$ cat src/design/ais_pkg.sv
package ais_pkg;

    localparam int DATA_W = 32;
    localparam int MAX_ELEMENTS_DEF = 64;

    typedef logic signed [DATA_W-1:0] data_t;

    typedef struct packed {
        logic ins;
        logic pop;
    } ais_ctrl_t;

endpackage

$ cat src/design/ais_cell.sv
module ais_cell (
    input  logic              clk,
    input  ais_pkg::ais_ctrl_t ctrl,
    input  ais_pkg::data_t    new_val,
    input  logic              occ,
    input  logic              left_lt,
    input  ais_pkg::data_t    left_val,
    input  ais_pkg::data_t    right_val,
    output ais_pkg::data_t    val,
    output logic              lt
);
    import ais_pkg::*;

    data_t val_reg;
    data_t val_next;

    // An empty cell counts as larger than any value; an insert always fills it.
    assign lt  = !occ || (new_val < val_reg);
    assign val = val_reg;

    always_comb
    begin
        val_next = val_reg;
        if (ctrl.ins && lt)
        begin
            val_next = left_lt ? left_val : new_val;
        end
        else if (ctrl.pop)
        begin
            val_next = right_val;
        end
    end

    always_ff @(posedge clk)
    begin
        val_reg <= val_next;
    end

endmodule

$ cat config.mk
export PLATFORM = sky130hd
export DESIGN_NAME = ais_cell
export DESIGN_NICKNAME = d
export VERILOG_FILES = /design/src/design/ais_pkg.sv /design/src/design/ais_cell.sv
export SDC_FILE = /design/constraint.sdc
export NUM_CORES = 1
export LEC_CHECK = 0
export ABC_CLOCK_PERIOD_IN_PS = 2800
export BUFFER_PORTS_ARGS = -buffer_cell sky130_fd_sc_hd__buf_4
export CELL_PAD_IN_SITES_DETAIL_PLACEMENT = 0
export CELL_PAD_IN_SITES_GLOBAL_PLACEMENT = 1
export CORE_MARGIN = 2
export CORE_UTILIZATION = 32
export DETAILED_ROUTE_END_ITERATION = 10
export PLACE_DENSITY = 0.74
export SKIP_CTS_REPAIR_TIMING = 1
export SYNTH_ARGS = -nofsm -noshare
export SYNTH_HDL_FRONTEND = slang
export SYNTH_SLANG_ARGS = --single-unit
$ cat constraint.sdc
create_clock -name clk -period 2.8 [get_ports clk]
set_input_delay 0.28 -clock clk [delete_from_list [all_inputs] [get_ports clk]]
set_output_delay 0.28 -clock clk [all_outputs]
set_load 0.01 [all_outputs]
* Yosys cells after proc, flatten, opt, wreduce, memory -nomap -nowiden
Cells that the tools add are included.
** Storage, ports and cells
- Memories :: 0
- Output and inout port bits :: 33
- Memory bits (writable) :: 0
- Input bits :: 101
- Bits in latches :: 0
- Register bits after elaboration :: 32
- Word-level logic and storage cells :: 9
- ROM bits :: 0
** Operators by class
- $add $sub $neg :: 0
- Shift operators :: 0
- Bitwise operators :: 0
- Mux-type cells :: 3
- $lt $le $gt $ge :: 1
- Reduce and logical (&&, ||, !) cells :: 4
- Div/mod/pow operators :: 0
- $mul :: 0
- Equal/unequal tests :: 0
** Operators by type and width (number)
- 32-bit two-way mux :: 3
- 32-bit < comparator :: 1
- 2-bit nonzero test :: 1
- 1-bit logical AND :: 1
- 1-bit logical NOT :: 1
- 1-bit logical OR :: 1

* Depth between registers and ports, before layout
- Word-level depth :: 4
- Mapped depth :: 9
- Mapped depth without buffers :: 8

* Least setup slack after synthesis
OpenSTA, ideal clock, no wires.
- Path kind :: register to register
- Start point :: register val_reg[31], in the netlist val[31]
- End point :: register val_reg[0], in the netlist val[0], enable pin
- Stages on the path, launching flop included :: 10
- Data arrival time :: 2459 ps
- Setup time :: 375 ps
- Path slack :: -34 ps
- Path buffers :: 1
- Clock period less this slack :: 2834 ps
- Data required time :: 2425 ps
- Cells stage by stage :: edfxtp_1 -> inv_1 -> ha_1 -> nand4_1 -> nor4_2 -> a221oi_2 -> a211o_1 -> o221ai_4 -> buf_12 -> or2_2
** Between the ends
- Longest elaborated chain between the ends :: 4
** Ends and longest elaborated chain
- start: declaration :: RTL line ais_cell.sv:14 : data_t val_reg;
- start signal: assignment :: RTL line ais_cell.sv:36 : val_reg <= val_next;
- 32-bit < comparator :: RTL line ais_cell.sv:18 : assign lt = !occ || (new_val < val_reg);
- 1-bit logical OR :: RTL line ais_cell.sv:18
- 1-bit logical AND :: RTL line ais_cell.sv:24 : if (ctrl.ins && lt)
- 2-bit nonzero test (no source line)
No other way between the ends.
A chain may end at the register's enable or synchronous reset.

* Worst setup path in the final report
- Start point :: register val_reg[26], in the netlist val[26]
- End point :: register val_reg[27], in the netlist val[27] (data pin)
** Between the ends
- Longest elaborated chain between the ends :: 4
** Ends and longest elaborated chain
- 32-bit < comparator :: RTL line ais_cell.sv:18
- 1-bit logical OR :: RTL line ais_cell.sv:18
- 1-bit logical AND :: RTL line ais_cell.sv:24
- 32-bit two-way mux :: RTL line ais_cell.sv:24
- via val_next[27] :: RTL line ais_cell.sv:15 : data_t val_next;
The timed path passes the listed nets, and every way through them passes these cells.

==> results.toml <==
[grt]
grt_pass1_vias = 2321
gr-total-overflow = 0
grt_max_degree = 33
antenna_found_initial = 0
grt_pass1_wl_um = 11300
track_usage_pct = 14.9

[timing]
tns_ns = 0
finalSetupViolCount = 0
relSlewSlack_pct = 69.8
fin_hold_ws_ns = 0.293
rsz0062_at_grt = "no"
timing.final.crit_period_ns = 2.66
worst_slew_pin_slew_ns = 0.452
final.period_utilization_pct = 95.1
hold_viol_final = 0
maxSlewViolCount = 0
max_freq_ghz = 0.375
clock_skew_ns = 0.00302

[detailed_routing]
via_per_inst = 4.65
ant_nets = 0
drt_iter0_markers = 24
routed_wl_um = 7210
drc = 0
first_pass_iters = 4
wl_per_cell_um = 15.4
vias = 2182

[synthesis]
async_flop_share_pct = 0
yosys_warnings = 0
syn_area_um2 = 2780
yosysTopAreaCell = "edfxtp_1"
syn_nets = 355
ys.flop_type = "edfxtp_1"
synth_top_family_by_area = "multiplexers"
yosysUniqueCellTypes = 33
synth_xor_area_share_pct = 0
synth_compound_area_share_pct = 8.65
syn_avg_cell_area_um2 = 12.5
synth_top_area_share_pct = 34.6
ys_ff_latch = 32
synth_area_leaders = "edfxtp_1 (35%), mux2_4 (16%), mux2_2 (14%)"
muxShareOfSynthArea_pct = 29.9
yosys.area_share.adder_pct = 14.0
ys_seq_area_share_pct = 34.6
synthSimpleGateAreaFrac_pct = 5.36
netlist_instances = 223
synth_edf_count = 32

[pwr]
power_density_nw_per_um2 = 461
vdd_drop_max_v = 0.000241
total_leakage_power_nw = 1.98

[clocking]
cts_tree = "done"
clk_pin_slew_ns = 0.07
clockRootBuffer = "clkbuf_8"
clkLatencyLatePin_ns = 0.28
clock-sinks = 32
cts_buffer_depth = 2
htreeDepth = 2
tritoncts.num_buffers = 5

[worst_hold_path]
min_path_type = "in -> reg"
hp-start = "right_val[2]"

[worst_setup_path]
crit_slowest_cell = "edfxtp_1"
worst-path-buf-inv = 3
crit_chain = "inv_1 > ha_1 > nand4_1 > nor4_4 > a221oi_2 > a211o_1 > o221ai_4 > buf_4 > clkbuf_16 > mux2_4"
cp_top_family = "compound AO/OA/AOI/OAI gates"
required_ns = 2.84
r2r_cells = 10
rrSetupSlack_ns = 0.14
critPathKind = "reg -> reg"
critical_path.endpoint = "val[27]"
end_kind = "flop"
cp.depth = 10
reg2reg_from = "val[26]"
r2r-end = "val[27]"
critPathMaxStageDelay_ns = 0.36
critical_path.startpoint = "val[26]"
crit_arrival_ns = 2.70
worstPathMaxFanout = 9
cp-start-kind = "flop"

[finish]
antenna_cells = 0
drive_gt1_share_pct = 60.4
utilization_pct = 48.7
final_cell_count_no_fill = 469
syn_to_final_growth_pct = 45.5
stdcell_area_um2 = 4040
final_cell_mix = "buf_4 (137), inv_1 (36), mux2_2 (35)"
largest_reg_flops = 32
layout.nets = 496
mostFrequentLayoutCell = "buf_4"

[floorplanning]
initial_core_util_pct = 33.5
fp.dieW_um = 97.2
die-area_um2 = 9440
die_y_um = 97.2
core_um2 = 8300
design.portCount = 134
fp-row-count = 33

[place]
place.gp.congestion = 0.740
dpl_cell_area_um2 = 3910
placed_cells = 459
place_hpwl_um = 5810
port_buffers = 133

[run]
maxCapViolCount = 0

[run_status]
status = "complete, no violations"
## where the power goes
part           internal [mW]  switching (mW)  total [mW]  leakage (nW)
Clock                  0.164           0.171       0.335        0.0391
Sequential             0.636          0.0419       0.678         0.323
Combinational          0.487           0.365       0.852          1.62
Total                   1.29           0.578        1.86          1.98
## logic make-up after synthesis
group,after synthesis
muxes,64
buffers and inverters,43
DFF,32
adders and majority gates,31
AOI/OAI and AO/OA,29
and+or+nand+nor,24
## metal layers
metal | GRT usage [%] | vias to the layer above | share of wire (%)
met5 | 0 | - | 0
met4 | 5.20 | 0 | 2.2
met3 | 4.75 | 14 | 7.6
met2 | 25.4 | 79 | 49
met1 | 17.7 | 986 | 41
li1 | - | 1103 | -
## cell usage after synthesis, types with 2 or more instances
library cell	count
a21o_1	2
a21oi_1	11
buf_12	3
clkbuf_1	4
edfxtp_1	32
ha_1	31
inv_1	36
mux2_2	35
mux2_4	29
nand2_1	10
nand4_1	4
nor2_1	2
o21ai_0	4
## area by class of cell
type / instances / area, µm²
clock buffers: 5 / 68.8
well taps: 105 / 131
repair buffers: 141 / 1110
fillers: 778 / 4260
inverters: 36 / 135
multi-input cells: 148 / 1620
flip-flops and latches: 32 / 961
clock inverters: 2 / 7.51
## stage by stage
stage	power [mW]	setup slack, ns
global placement	1.51	0.156
floorplan	1.18	0.145
detailed placement	1.51	0.0305
finish	1.86	0.136
CTS	1.86	0.0278
global route	1.99	0.000244
## worst min path at each step
stage               to  slack (ns)  cells after the start
4_1_cts        val[26]        0.28                      2
6_report        val[2]        0.29                      2
3_3_place_gp   val[10]        0.58                      2
5_1_grt        val[21]        0.29                      2
2_1_floorplan  val[10]        0.50                      1
3_5_place_dp    val[2]        0.58                      2
Power figures use the tool's default switching activity.
